===== config.mk =====
export PLATFORM = sky130hd
export DESIGN_NAME = http_chunked_body_decoder_unit
export DESIGN_NICKNAME = d
export VERILOG_FILES = /design/src/cbd_pkg.sv /design/src/http_chunked_body_decoder_unit.sv
export SDC_FILE = /design/constraint.sdc
export NUM_CORES = 1
export LEC_CHECK = 0
export BUFFER_PORTS_ARGS = -buffer_cell sky130_fd_sc_hd__buf_2
export CAP_MARGIN = 20
export CORE_AREA = 4 4 159 100
export CTS_BUF_LIST = sky130_fd_sc_hd__clkbuf_4 sky130_fd_sc_hd__clkbuf_8
export DETAILED_ROUTE_END_ITERATION = 8
export DIE_AREA = 0 0 163 104
export PLACE_DENSITY = 0.5
export SLEW_MARGIN = 30
export SYNTH_ARGS = -nofsm -noshare
export SYNTH_HDL_FRONTEND = slang
export SYNTH_SLANG_ARGS = --single-unit
export TNS_END_PERCENT = 10

===== constraint.sdc =====
create_clock -name clk_i -period 2.7 [get_ports clk_i]
set_input_delay 0.54 -clock clk_i [delete_from_list [all_inputs] [get_ports clk_i]]
set_output_delay 0.54 -clock clk_i [all_outputs]
set_load 0.01 [all_outputs]

===== src/cbd_pkg.sv =====
// ----------------------------------------------------------------------------
// cbd_pkg
// Types, character codes and helpers for the chunked body decoder.
// ----------------------------------------------------------------------------
`default_nettype none

package cbd_pkg;

  typedef enum logic [2:0] {
    PH_LEAD   = 3'd0,
    PH_DIGITS = 3'd1,
    PH_TRAIL  = 3'd2,
    PH_REST   = 3'd3,
    PH_DATA   = 3'd4,
    PH_SKIP   = 3'd5
  } phase_e;

  localparam logic [7:0] CHAR_CR   = 8'h0D;
  localparam logic [7:0] CHAR_LF   = 8'h0A;
  localparam logic [7:0] CHAR_SEMI = 8'h3B;
  localparam logic [7:0] WS_MAX    = 8'h20;
  localparam logic [1:0] SKIP_BYTES = 2'd2;

  localparam int unsigned SizeW = 32;

  typedef struct packed {
    logic       ok;
    logic [3:0] val;
  } hex_t;

  function automatic hex_t hex_value(logic [7:0] b);
    hex_t r;
    r = '0;
    if (b >= 8'h30 && b <= 8'h39) begin
      r.ok  = 1'b1;
      r.val = b[3:0];
    end else if ((b >= 8'h61 && b <= 8'h66) || (b >= 8'h41 && b <= 8'h46)) begin
      r.ok  = 1'b1;
      r.val = b[3:0] + 4'd9;
    end
    return r;
  endfunction

endpackage

`default_nettype wire


===== src/http_chunked_body_decoder_unit.sv =====
// ----------------------------------------------------------------------------
// http_chunked_body_decoder_unit
// Strips chunk framing from an HTTP/1.1 chunked body, one byte per item.
// ----------------------------------------------------------------------------
// Input channel (in_valid_i/in_ready_o/in_byte_i) takes one raw body byte per
// item. Output channel (out_valid_o/out_ready_i) gives payload bytes with
// kind_o = 0, or an end-of-body marker with kind_o = 1; bad_size_o marks a
// marker caused by a malformed size line. Valid nonzero size lines, blank
// lines and the two bytes after each payload produce no output item.
// An accepted byte is held in the input register, then decoded into the
// result register. Throughput: one byte per cycle while the receiver does
// not stall, set by the single decode stage that updates the parser state
// for each decoded byte.
// Reset clears the parser to the start of a size line and empties both
// registers. When the receiver stalls, the result register holds and the
// input register fills; in_ready_o drops once both are occupied.
// ----------------------------------------------------------------------------
`default_nettype none

module http_chunked_body_decoder_unit #(
  parameter int unsigned MAX_SIZE_DIGITS = 8
) (
  input  wire logic       clk_i,
  input  wire logic       rst_ni,
  input  wire logic       in_valid_i,
  output logic            in_ready_o,
  input  wire logic [7:0] in_byte_i,
  output logic            out_valid_o,
  input  wire logic       out_ready_i,
  output logic [7:0]      out_byte_o,
  output logic            kind_o,
  output logic            bad_size_o
);
  import cbd_pkg::*;

  localparam int unsigned CntW = (MAX_SIZE_DIGITS > 1) ? $clog2(MAX_SIZE_DIGITS) : 1;
  localparam logic [CntW:0] MaxDigits = (CntW + 1)'(MAX_SIZE_DIGITS);

  typedef struct packed {
    phase_e            phase;
    logic [SizeW-1:0]  accum;
    logic [CntW-1:0]   cnt;
    logic              invalid;
  } line_t;

  function automatic line_t line_step(line_t s, logic [7:0] b);
    line_t       r;
    logic        ws;
    hex_t        hv;
    logic [CntW:0] nxt;
    r   = s;
    ws  = (b <= WS_MAX);
    hv  = hex_value(b);
    nxt = {1'b0, s.cnt} + {{CntW{1'b0}}, 1'b1};
    unique case (s.phase)
      PH_DIGITS: begin
        if (hv.ok) begin
          if (nxt >= MaxDigits) begin
            r.invalid = 1'b1;
            r.phase   = PH_REST;
          end else begin
            r.cnt   = nxt[CntW-1:0];
            r.accum = {s.accum[SizeW-5:0], hv.val};
          end
        end else if (b == CHAR_SEMI) begin
          r.phase = PH_REST;
        end else if (ws) begin
          r.phase = PH_TRAIL;
        end else begin
          r.invalid = 1'b1;
          r.phase   = PH_REST;
        end
      end
      PH_TRAIL: begin
        if (!ws) begin
          r.invalid = 1'b1;
          r.phase   = PH_REST;
        end
      end
      PH_REST: begin
      end
      default: begin
        r.phase = PH_LEAD;
        if (!ws) begin
          if (hv.ok) begin
            r.phase = PH_DIGITS;
            r.cnt   = '0;
            r.accum = {{(SizeW-4){1'b0}}, hv.val};
          end else begin
            r.invalid = 1'b1;
            r.phase   = PH_REST;
          end
        end
      end
    endcase
    return r;
  endfunction

  logic             in_valid_q;
  logic [7:0]       in_byte_q;
  line_t            line_q, line_d;
  logic             pend_q, pend_d;
  logic [SizeW-1:0] data_left_q, data_left_d;
  logic [1:0]       skip_q, skip_d;
  logic             out_valid_q;
  logic [7:0]       out_byte_q;
  logic             kind_q, bad_q;

  logic  go;
  logic  fire;
  logic  line_end;
  logic  res_valid, res_kind, res_bad;
  logic [7:0] res_byte;
  line_t ln;

  assign go         = !out_valid_q || out_ready_i;
  assign fire       = in_valid_q && go;
  assign in_ready_o = !in_valid_q || go;
  assign line_end   = pend_q && (in_byte_q == CHAR_LF);

  always_comb begin
    line_d      = line_q;
    pend_d      = pend_q;
    data_left_d = data_left_q;
    skip_d      = skip_q;
    ln          = line_q;
    unique case (line_q.phase)
      PH_DATA: begin
        data_left_d = data_left_q - SizeW'(1);
        if (data_left_q == SizeW'(1)) begin
          line_d.phase = PH_SKIP;
          skip_d       = SKIP_BYTES;
        end
      end
      PH_SKIP: begin
        skip_d = skip_q - 2'd1;
        if (skip_q == 2'd1) begin
          line_d.phase = PH_LEAD;
        end
      end
      default: begin
        if (line_end) begin
          line_d = '{phase: PH_LEAD, accum: '0, cnt: '0, invalid: 1'b0};
          pend_d = 1'b0;
          if (line_q.phase != PH_LEAD && !line_q.invalid && line_q.accum != '0) begin
            data_left_d  = line_q.accum;
            line_d.phase = PH_DATA;
          end
        end else begin
          if (pend_q) begin
            ln = line_step(ln, CHAR_CR);
          end
          if (in_byte_q != CHAR_CR) begin
            ln = line_step(ln, in_byte_q);
          end
          pend_d = (in_byte_q == CHAR_CR);
          line_d = ln;
        end
      end
    endcase
  end

  always_comb begin
    res_valid = 1'b0;
    res_byte  = '0;
    res_kind  = 1'b0;
    res_bad   = 1'b0;
    unique case (line_q.phase)
      PH_DATA: begin
        res_valid = 1'b1;
        res_byte  = in_byte_q;
      end
      PH_SKIP: begin
      end
      default: begin
        if (line_end && line_q.phase != PH_LEAD &&
            (line_q.invalid || line_q.accum == '0)) begin
          res_valid = 1'b1;
          res_kind  = 1'b1;
          res_bad   = line_q.invalid;
        end
      end
    endcase
  end

  always_ff @(posedge clk_i or negedge rst_ni) begin
    if (!rst_ni) begin
      in_valid_q  <= 1'b0;
      out_valid_q <= 1'b0;
      line_q      <= '{phase: PH_LEAD, accum: '0, cnt: '0, invalid: 1'b0};
      pend_q      <= 1'b0;
      data_left_q <= '0;
      skip_q      <= '0;
    end else begin
      if (in_ready_o) begin
        in_valid_q <= in_valid_i;
      end
      if (fire) begin
        line_q      <= line_d;
        pend_q      <= pend_d;
        data_left_q <= data_left_d;
        skip_q      <= skip_d;
        out_valid_q <= res_valid;
      end else if (out_ready_i) begin
        out_valid_q <= 1'b0;
      end
    end
  end

  always_ff @(posedge clk_i) begin
    if (in_ready_o && in_valid_i) begin
      in_byte_q <= in_byte_i;
    end
    if (fire && res_valid) begin
      out_byte_q <= res_byte;
      kind_q     <= res_kind;
      bad_q      <= res_bad;
    end
  end

  assign out_valid_o = out_valid_q;
  assign out_byte_o  = out_byte_q;
  assign kind_o      = kind_q;
  assign bad_size_o  = bad_q;

endmodule

`default_nettype wire


==> results of run 1 <==
layout by cell type (no fill, tap or decap), types with 3 or more instances in the layout:
master      n
and2_1      3
a31oi_1     9
buf_2      22
or3_1       8
o41ai_1     3
a2bb2oi_1   3
o22a_1      8
ha_1        9
nand2b_1    4
clkbuf_8    9
nor2b_1     6
a21boi_0    3
and3_1      8
nand4_1     7
or2_2       4
o31ai_1     6
nor4_1     20
inv_6       3
or4_1       3
o21ai_0    19
a22oi_1     5
nor2_1     40
edfxtp_1   18
a21oi_1    35
nor3_1     21
and4_1      3
a221oi_1    3
nand2_1    29
dfrtp_1    76
inv_1      14
mux2i_1     4
buf_4      25
o211ai_1    3
o22ai_1    19
a22o_1     30
nand3_1    13
a41oi_1     3
flip-flops by register name (all words and copies together) (netlist names):
signal,count
out_valid_o,1
data_left_q,32
pend_q,1
in_valid_q,1
skip_q,2
bad_size_o,1
out_byte_o,8
in_byte_q,8
kind_o,1
line_q,39
cells by family after synthesis:
logic type	after synthesis	synth area share [%]
compound gates	166	23.4
xor+xnor	1	0.176
fa+ha+maj	9	2.27
buf+inv	46	3.65
flops	94	49.2
mux	6	1.26
simple gates	185	20.1
worst paths after layout:
path	from	endpoint	slack (ns)
worst max-delay path	data_left_q[3]	data_left_q[29]	0.26
worst min-delay path	rst_ni	line_q[23]	0.17
min in group clk_i	in_byte_i[7]	in_byte_q[7]	0.34
worst max register to register	data_left_q[3]	data_left_q[29]	0.26
worst min register to register	skip_q[0]	skip_q[0]	0.50
max in group asynchronous	rst_ni	data_left_q[26]	2.19
layout make-up:
class	count	area (sq um)
clock inverter	6	91.3
sequential	94	2440
clock buffer	10	131
tap	198	248
fill	1452	8630
multi-input combinational	367	2360
inverter	14	52.6
timing repair buffer	49	338
stage by stage:
stage	instance area, sq um	setup WS [ns]	cells	util (%)	hold slack (ns)
6_report	5660	0.264	738	39.6	0.173
5_1_grt	5660	0.127	738	39.6	0.201
4_1_cts	5660	0.273	738	39.6	0.187
3_5_place_dp	5440	0.307	722	38.1	0.479
3_3_place_gp	5440	0.118	722	38.0	0.467
2_1_floorplan	4970	0.348	507	-	0.244
power by group through the flow:
| stage | Combinational [mW] | Sequential, mW | Clock (mW) |
|---|---|---|---|
| global route | 0.221 | 1.55 | 1.16 |
| CTS | 0.196 | 1.54 | 1.11 |
| floorplan | 0.118 | 1.54 | 0 |
| detailed placement | 0.194 | 1.57 | 0 |
| finish | 0.195 | 1.55 | 1.07 |
| global placement | 0.193 | 1.57 | 0 |
per-layer routing:
metal | vias up | track usage, % | share of wire (%)
met3 | 11 | 5.62 | 9.8
met1 | 2142 | 31.8 | 54
li1 | 2033 | - | -
met2 | 181 | 19.3 | 35
met5 | - | 0 | 0
met4 | 0 | 3.29 | 0.68
critical path: cells and delay by family, from the launching register on:
| family | cells | cell delay (ns) |
|---|---|---|
| simple gates | 3 | 1.65 |
| flops | 1 | 0.44 |
| compound gates | 2 | 0.28 |
==> summary.md, run 1 <==
| Metric | Value |
|---|---|
| Distinct cell type count after synthesis | 63 |
| RSZ-0062 raised after global routing | no |
| Final Wtd Congestion | 0.836 |
| DR vias/cell | 5.92 |
| Crit path top cell by count | or4_4 |
| Sum Neg Setup Slack | 0 ns |
| Leak Pwr | 2.33 nW |
| Die span in x | 163 um |
| Syn_nets | 528 |
| Power Internal | 2.11 mW |
| Startpoint Class | flop |
| Starting density of the core | 34.8% |
| Area share of the largest cell type after synthesis | 38.3% |
| Clock share of power | 38.1% |
| Clock buffer depth | 2 |
| First drt pass iteration count | 4 |
| Vias in the first global route | 3954 |
| Post-synth EDFFs | 18 |
| Mapped Area | 4970 sq um |
| Via count | 4367 |
| Sw frac | 25.3% |
| Cell taking the most area after synthesis | dfrtp_1 |
| Remaining DRCs | 0 |
| Final number of hold-violating endpoints | 0 |
| Total routed wirelength | 15000 um |
| Area delta synth->final | 14.0% |
| Top cells by area, synth | dfrtp_1, edfxtp_1, a22o_1 |
| Initial antenna violation count | 0 |
| Primary FF master, synth | dfrtp_1 |
| Ys async rst share | 80.9% |
| Die H | 104 um |
| Clock-pin slew of the registers on the worst-case setup and hold paths | 0.10 ns |
| Yosys warns | 0 |
| Comb pwr share | 6.9% |
| Sequential share of power | 54.9% |
| Req. time, crit path | 3.01 ns |
| Critical Path, Cell by Cell | or3_1, or4_4, or4_4, a22oi_2, o22a_1 |
| Count leader, synth | dfrtp_1 |
| 1st-iter DRT viols | 536 |
| WL/cell | 20.3 um |
| Final Setup Violations | 0 |
| PwrDens | 497 nW/um^2 |
| Net Sw Power | 711 uW |
| Crit path capture type | flop |
| CP max-delay cell | or4_4 |
| Minimum clock period | 2.44 ns |
| Clock tree sinks | 94 |
| Worst path max stage delay | 0.64 ns |
| Placed wire-length estimate | 10800 um |
| Total power | 2.82 mW |
| Die Area | 17000 sq um |
| H-tree depth | 3 |
| Nets | 556 |
| Std-Cell Rows | 34 |
| Synth top cells by count | dfrtp_1, nor2_1, a21oi_1, a22o_1, clkbuf_1 |
| CTS root buf | clkbuf_8 |
| First-pass GRT wire length | 23700 um |
| Congestion Overflow GR | 0 |
| Max Cap Viol | 0 |
| Core Footprint | 14300 sq um |
| Clock tree from TritonCTS | done |
| Post-Syn Instances | 507 |
| CTS buffer count | 9 |
| Outcome | finished, final reports clean |
| Tot GR Track Use | 17.8% |
| Average size of a mapped cell | 9.80 sq um |
| Flops & latches, synth | 94 |
| VDD IR max | 238 uV |
| Critical path data arrival time | 2.74 ns |
| Post CTS Setup Buffer Count | 0 |
| Fmax | 411 MHz |
| Setup Crit Path Kind | flop to flop |
| Post_cts resized | 0 |
| CP max FO | 10 |
| Top-level port count | 24 |
| Worst reg2reg path depth | 5 |
| Final period util | 90.2% |
| Worst Max-Slew Pin Slew | 0.697 ns |
| Input/output buffers | 23 |
| Share of cells above drive strength 1 | 15.0% |
| CTS Hold Buffers Added | 0 |
| Pins over their slew limit | 0 |
| Inserted Diodes | 0 |
| Register area share after synthesis | 49.2% |
| Pin count of the biggest net entering global routing | 77 |
| Skew final | 0.0131 ns |
| Hold Path Class | primary input to async pin |
| Slew HR | 53.4% |
| Clock latency on the worst-skew pair | 0.37 ns |
| Detail Route Antenna Nets | 0 |
(Power assumes the default switching activity.)
==> run 2, diff against run 1 <==
- CELL_PAD_IN_SITES_DETAIL_PLACEMENT: default -> 2
- CELL_PAD_IN_SITES_GLOBAL_PLACEMENT: default -> 2
- PLACE_DENSITY: 0.5 -> 0.7
==> summary.md, run 2 (synthesis gave the netlist of run 1 again) <==
| Metric | Value |
|---|---|
| Final Setup Violations | 0 |
| Vias in the first global route | 4767 |
| Sum Neg Setup Slack | 0 ns |
| Fmax | 396 MHz |
| Largest register by flop count | line_q |
| Clock-pin slew of the registers on the worst-case setup and hold paths | 0.10 ns |
| Total routed wirelength | 18500 um |
| Post_cts resized | 0 |
| Slew HR | 59.9% |
| Clock tree sinks | 94 |
| CTS Hold Buffers Added | 0 |
| PwrDens | 485 nW/um^2 |
| Clock latency on the worst-skew pair | 0.39 ns |
| Nets | 566 |
| Sequential share of power | 55.8% |
| H-tree depth | 3 |
| Req. time, crit path | 2.92 ns |
| Worst Max-Slew Pin Slew | 0.595 ns |
| Number of flip-flops in the largest register | 39 |
| Leak Pwr | 2.36 nW |
| Post-Layout Inst Area | 5700 sq um |
| CTS root buf | clkbuf_8 |
| CP max FO | 5 |
| Power Internal | 2.01 mW |
| Die span in x | 163 um |
| First drt pass iteration count | 5 |
| VDD IR max | 191 uV |
| Critical path data arrival time | 2.75 ns |
| Input/output buffers | 23 |
| Hold Path Class | primary input to async pin |
| Outcome | finished, final reports clean |
| Inserted Diodes | 0 |
| Worst reg2reg path depth | 7 |
| 1st-iter DRT viols | 433 |
| Top-level port count | 24 |
| Worst r2r dst | line_q[36] |
| Via count | 4549 |
| CTS buffer count | 9 |
| Comb pwr share | 7.9% |
| Pin count of the biggest net entering global routing | 37 |
| Sw frac | 27.3% |
| Std-Cell Rows | 34 |
| FF-to-FF setup slack | 0.18 ns |
| Final period util | 93.5% |
| Largest regs | line_q x39, data_left_q x32 |
| DR vias/cell | 6.08 |
| Pins over their slew limit | 0 |
| Skew final | 0.0125 ns |
| Max Cap Viol | 0 |
| First-pass GRT wire length | 29400 um |
| Clock tree from TritonCTS | done |
| DP Area | 5500 sq um |
| Startpoint Class | flop |
| Placed wire-length estimate | 13700 um |
| Congestion Overflow GR | 0 |
| Post CTS Setup Buffer Count | 0 |
| Final Wtd Congestion | 0.834 |
| Final number of hold-violating endpoints | 0 |
| Detail Route Antenna Nets | 0 |
| Tot GR Track Use | 22.4% |
| Initial antenna violation count | 1 |
| Area delta synth->final | 14.7% |
| Die H | 104 um |
| Crit path capture type | flop |
| Most common cell after layout, fill and taps aside | dfrtp_1 |
| Share of cells above drive strength 1 | 16.5% |
| Net Sw Power | 755 uW |
| Die Area | 17000 sq um |
| Setup Crit Path Kind | flop to flop |
| Remaining DRCs | 0 |
| WL/cell | 24.7 um |
| Core Footprint | 14300 sq um |
| RSZ-0062 raised after global routing | no |
| Most frequent cells in the layout | dfrtp_1, nor2_1, buf_4 |
| Clock buffer depth | 2 |
| Minimum clock period | 2.52 ns |
| Reg-to-reg startpoint | in_byte_q[0] |
| Clock share of power | 36.3% |
| Starting density of the core | 34.8% |
[run 2: cell count changes in the layout (fill, tap and decap cells not counted), sizes merged]
cell and delta:
buf +10, bufinv -1, clkinv +1, clkinvlp +1
inv -1
[run 2: per-layer routing]
layer | global-route usage (%) | share of wire [%]
met3 | 3.84 | 5.0
met2 | 29.3 | 40
met4 | 4.55 | 1.2
met5 | 0 | 0
met1 | 37.6 | 54
[run 2: power by group through the flow]
stage | combinational [mW] | sequential, mW | clock [mW]
2_1_floorplan | 0.118 | 1.54 | 0
3_3_place_gp | 0.205 | 1.57 | 0
3_5_place_dp | 0.215 | 1.57 | 0
4_1_cts | 0.217 | 1.54 | 1.05
5_1_grt | 0.244 | 1.55 | 1.10
6_report | 0.217 | 1.54 | 1.01
[run 2: how the worst max path moves through the flow]
stage | from | to | slack, ns | depth (start not counted)
floorplan | data_left_q[4] | data_left_q[29] | 0.35 | 7
global placement | data_left_q[4] | data_left_q[29] | 0.32 | 5
detailed placement | data_left_q[8] | data_left_q[29] | 0.25 | 5
CTS | in_byte_q[0] | line_q[37] | 0.22 | 7
global route | in_byte_q[0] | line_q[36] | 0.05 | 7
finish | in_byte_q[0] | line_q[36] | 0.18 | 7
[run 2: stage by stage]
step / power (mW) / util (%) / instances / hold slack (ns) / setup slack (ns)
floorplan: 1.66 / - / 507 / 0.244 / 0.348
global placement: 1.77 / 38.5 / 732 / 0.469 / 0.317
detailed placement: 1.78 / 38.5 / 732 / 0.500 / 0.251
CTS: 2.81 / 39.9 / 748 / 0.115 / 0.218
global route: 2.89 / 39.9 / 748 / 0.132 / 0.0472
finish: 2.77 / 39.9 / 748 / 0.108 / 0.175
[run 2: layout make-up]
class / instances / area (sq um)
flip-flops and latches: 94 / 2440
repair buffers: 59 / 400
well taps: 198 / 248
clock buffers: 10 / 131
fillers: 1576 / 8590
clock inverters: 6 / 68.8
multi-input cells: 367 / 2360
inverters: 14 / 52.6
[run 2: worst max-delay path: stages, from the launching register on]
cell	delay, ns
edfxtp_1	0.46
inv_1	0.20
ha_1	0.22
or4b_2	0.62
a21boi_0	0.39
o21ai_0	0.16
nand4_1	0.19
a221oi_1	0.12
==> run 3, diff against run 2 <==
- ABC_AREA: default -> 1
- CORE_AREA: 4 4 159 100 -> 3 3 166 103
- DIE_AREA: 0 0 163 104 -> 0 0 169 106
- PLACE_DENSITY: 0.7 -> 0.77
==> summary.md, run 3 <==
| Metric | Value |
|---|---|
| Starting density of the core | 35.4% |
| Dpl ws | 0.284 ns |
| Max Cap Viol | 0 |
| WL/cell | 20.1 um |
| Via count | 5137 |
| First-pass GRT wire length | 32100 um |
| Worst Max-Slew Pin Slew | 0.569 ns |
| Post-Synth Simple-Gate Area | 35.6% |
| CP max FO | 30 |
| Core Footprint | 15500 sq um |
| Final Setup Violations | 0 |
| Number of flip-flops in the largest register | 39 |
| Crit path capture type | flop |
| Average size of a mapped cell | 7.24 sq um |
| DR vias/cell | 5.19 |
| CTS root buf | clkbuf_8 |
| Inserted Diodes | 0 |
| Input/output buffers | 23 |
| Skew final | 0.0102 ns |
| Largest register by flop count | line_q |
| H-tree depth | 3 |
| Final Core Density | 38.9% |
| Ys async rst share | 80.9% |
| Post-synth EDFFs | 18 |
| Critical path data arrival time | 2.73 ns |
| Cell taking the most area after synthesis | dfrtp_1 |
| Reg-to-reg startpoint | in_byte_q[1] |
| Congestion Overflow GR | 0 |
| Post_cts resized | 0 |
| Largest regs | line_q x39, data_left_q x32 |
| Leak Pwr | 3.07 nW |
| PwrDens | 931 nW/um^2 |
| 1st-iter DRT viols | 411 |
| CTS buffer count | 9 |
| Startpoint Class | flop |
| Slew HR | 62.1% |
| Flops & latches, synth | 94 |
| Post-synthesis mux area share | 0.366% |
| Area share of the largest cell type after synthesis | 34.7% |
| Worst reg2reg path depth | 13 |
| Hold Path Class | primary input to async pin |
| Clock latency on the worst-skew pair | 0.37 ns |
| Compound-gate portion of the synthesized area | 8.18% |
| Post-Syn Instances | 756 |
| Pin count of the biggest net entering global routing | 45 |
| Clock tree sinks | 94 |
| Die Area | 17900 sq um |
| Sum Neg Setup Slack | 0 ns |
| Final Wtd Congestion | 0.825 |
| Clock tree from TritonCTS | done |
| Clock buffer depth | 2 |
| Final number of hold-violating endpoints | 0 |
| Initial antenna violation count | 0 |
| Clock-pin slew of the registers on the worst-case setup and hold paths | 0.11 ns |
| Most common cell after layout, fill and taps aside | nand2_1 |
| Tot GR Track Use | 22.9% |
| Vias in the first global route | 5546 |
| XOR/XNOR share of the synthesized area | 1.76% |
| Primary FF master, synth | dfrtp_1 |
| Remaining DRCs | 0 |
| Total routed wirelength | 19900 um |
| Setup ws final | 0.266 ns |
| Top-level port count | 24 |
| Std-Cell Rows | 35 |
| Yosys warns | 0 |
| Worst hold margin | 0.150 ns |
| Top cells by area, synth | dfrtp_1, nand2_1, edfxtp_1 |
| Worst r2r dst | line_q[2] |
| Register area share after synthesis | 44.6% |
| Setup Crit Path Kind | flop to flop |
| Most frequent cells in the layout | nand2_1, nor2_1, dfrtp_1 |
| Placed wire-length estimate | 15500 um |
| Pins over their slew limit | 0 |
| Syn_nets | 777 |
| Die span in x | 169 um |
| First drt pass iteration count | 4 |
| Final period util | 90.2% |
| Mapped Area | 5480 sq um |
| Minimum clock period | 2.43 ns |
| Detail Route Antenna Nets | 0 |
| CTS Hold Buffers Added | 0 |
| Share of cells above drive strength 1 | 10.7% |
| RSZ-0062 raised after global routing | no |
| Die H | 106 um |
| VDD IR max | 493 uV |
| Req. time, crit path | 2.99 ns |
| Fmax | 411 MHz |
| Count leader, synth | nand2_1 |
| Distinct cell type count after synthesis | 38 |
| Adder-Cell Fraction of Synth Area | 2.06% |
| Synth top cells by count | nand2_1, nor2_1, dfrtp_1, inv_1, nand3_1 |
| FF-to-FF setup slack | 0.27 ns |
| Outcome | finished, final reports clean |
| Area delta synth->final | 9.94% |
| Main combinational cell family by area after synthesis | simple AND/OR/NAND/NOR gates |
| Nets | 803 |
| Post CTS Setup Buffer Count | 0 |
==> run 3: changes by cell type after synthesis, sizes merged, moves of 19 or more <==
cell	before	now
a22o	30	0
clkbuf	30	4
inv	14	72
nand2	29	292
nand3	13	37
nor2	41	107
nor4	21	1
o21ai	20	51
o22ai	19	0
==> run 3: final cells by class <==
type                            instances  area [sq um]
Clock buffer                            9           124
Inverter                               73           278
Sequential cell                        94          2440
Multi-Input combinational cell        569          2630
Timing Repair Buffer                   35           233
Clock inverter                          7          65.1
Tap cell                              203           254
Fill cell                            1847          9440
==> run 3: logic make-up after synthesis <==
group | count (synthesis)
fa+ha+maj | 9
mux | 2
simple gates | 469
xor+xnor | 11
flops | 94
buf+inv | 93
compound gates | 78
==> run 3: metal layers <==
layer	vias up	track usage, %	share of wire (%)	wire (um)
met5	-	0	0	0
met4	0	3.18	0.45	90
met3	6	3.75	4.4	876
met2	77	33.6	41	8240
met1	2615	35.9	54	10700
li1	2439	-	-	-
==> run 3: worst max path at each step <==
stage                      end    startpoint
floorplan           bad_size_o  in_byte_q[0]
global placement     line_q[6]  in_byte_q[1]
detailed placement   line_q[2]  in_byte_q[1]
CTS                  line_q[5]  in_byte_q[1]
global route         line_q[2]  in_byte_q[1]
finish               line_q[2]  in_byte_q[1]
==> run 3: stage by stage <==
step / instances / power (mW) / cell area (sq um)
floorplan: 756 / 3.71 / 5480
global placement: 974 / 4.45 / 5830
detailed placement: 974 / 4.66 / 5830
CTS: 990 / 5.64 / 6020
global route: 990 / 6.07 / 6020
finish: 990 / 5.61 / 6020
==> run 3: critical path, cell delays in order (launching register included) <==
cell and delay (ns):
edfxtp_1 0.48, inv_1 0.19, ha_1 0.25, inv_1 0.06, nand3_1 0.08, nand4_2 0.15
nand2_2 0.16, nand2_1 0.09, nand2_1 0.13, nand2_4 0.21, nor2_4 0.17, buf_12 0.19
nand2_1 0.08, o21ai_1 0.11
==> run 3: where the power goes <==
part           internal, mW  total (mW)  switching (mW)
sequential             1.79        2.22           0.435
clock                 0.359       0.954           0.595
combinational         0.757        2.43            1.67
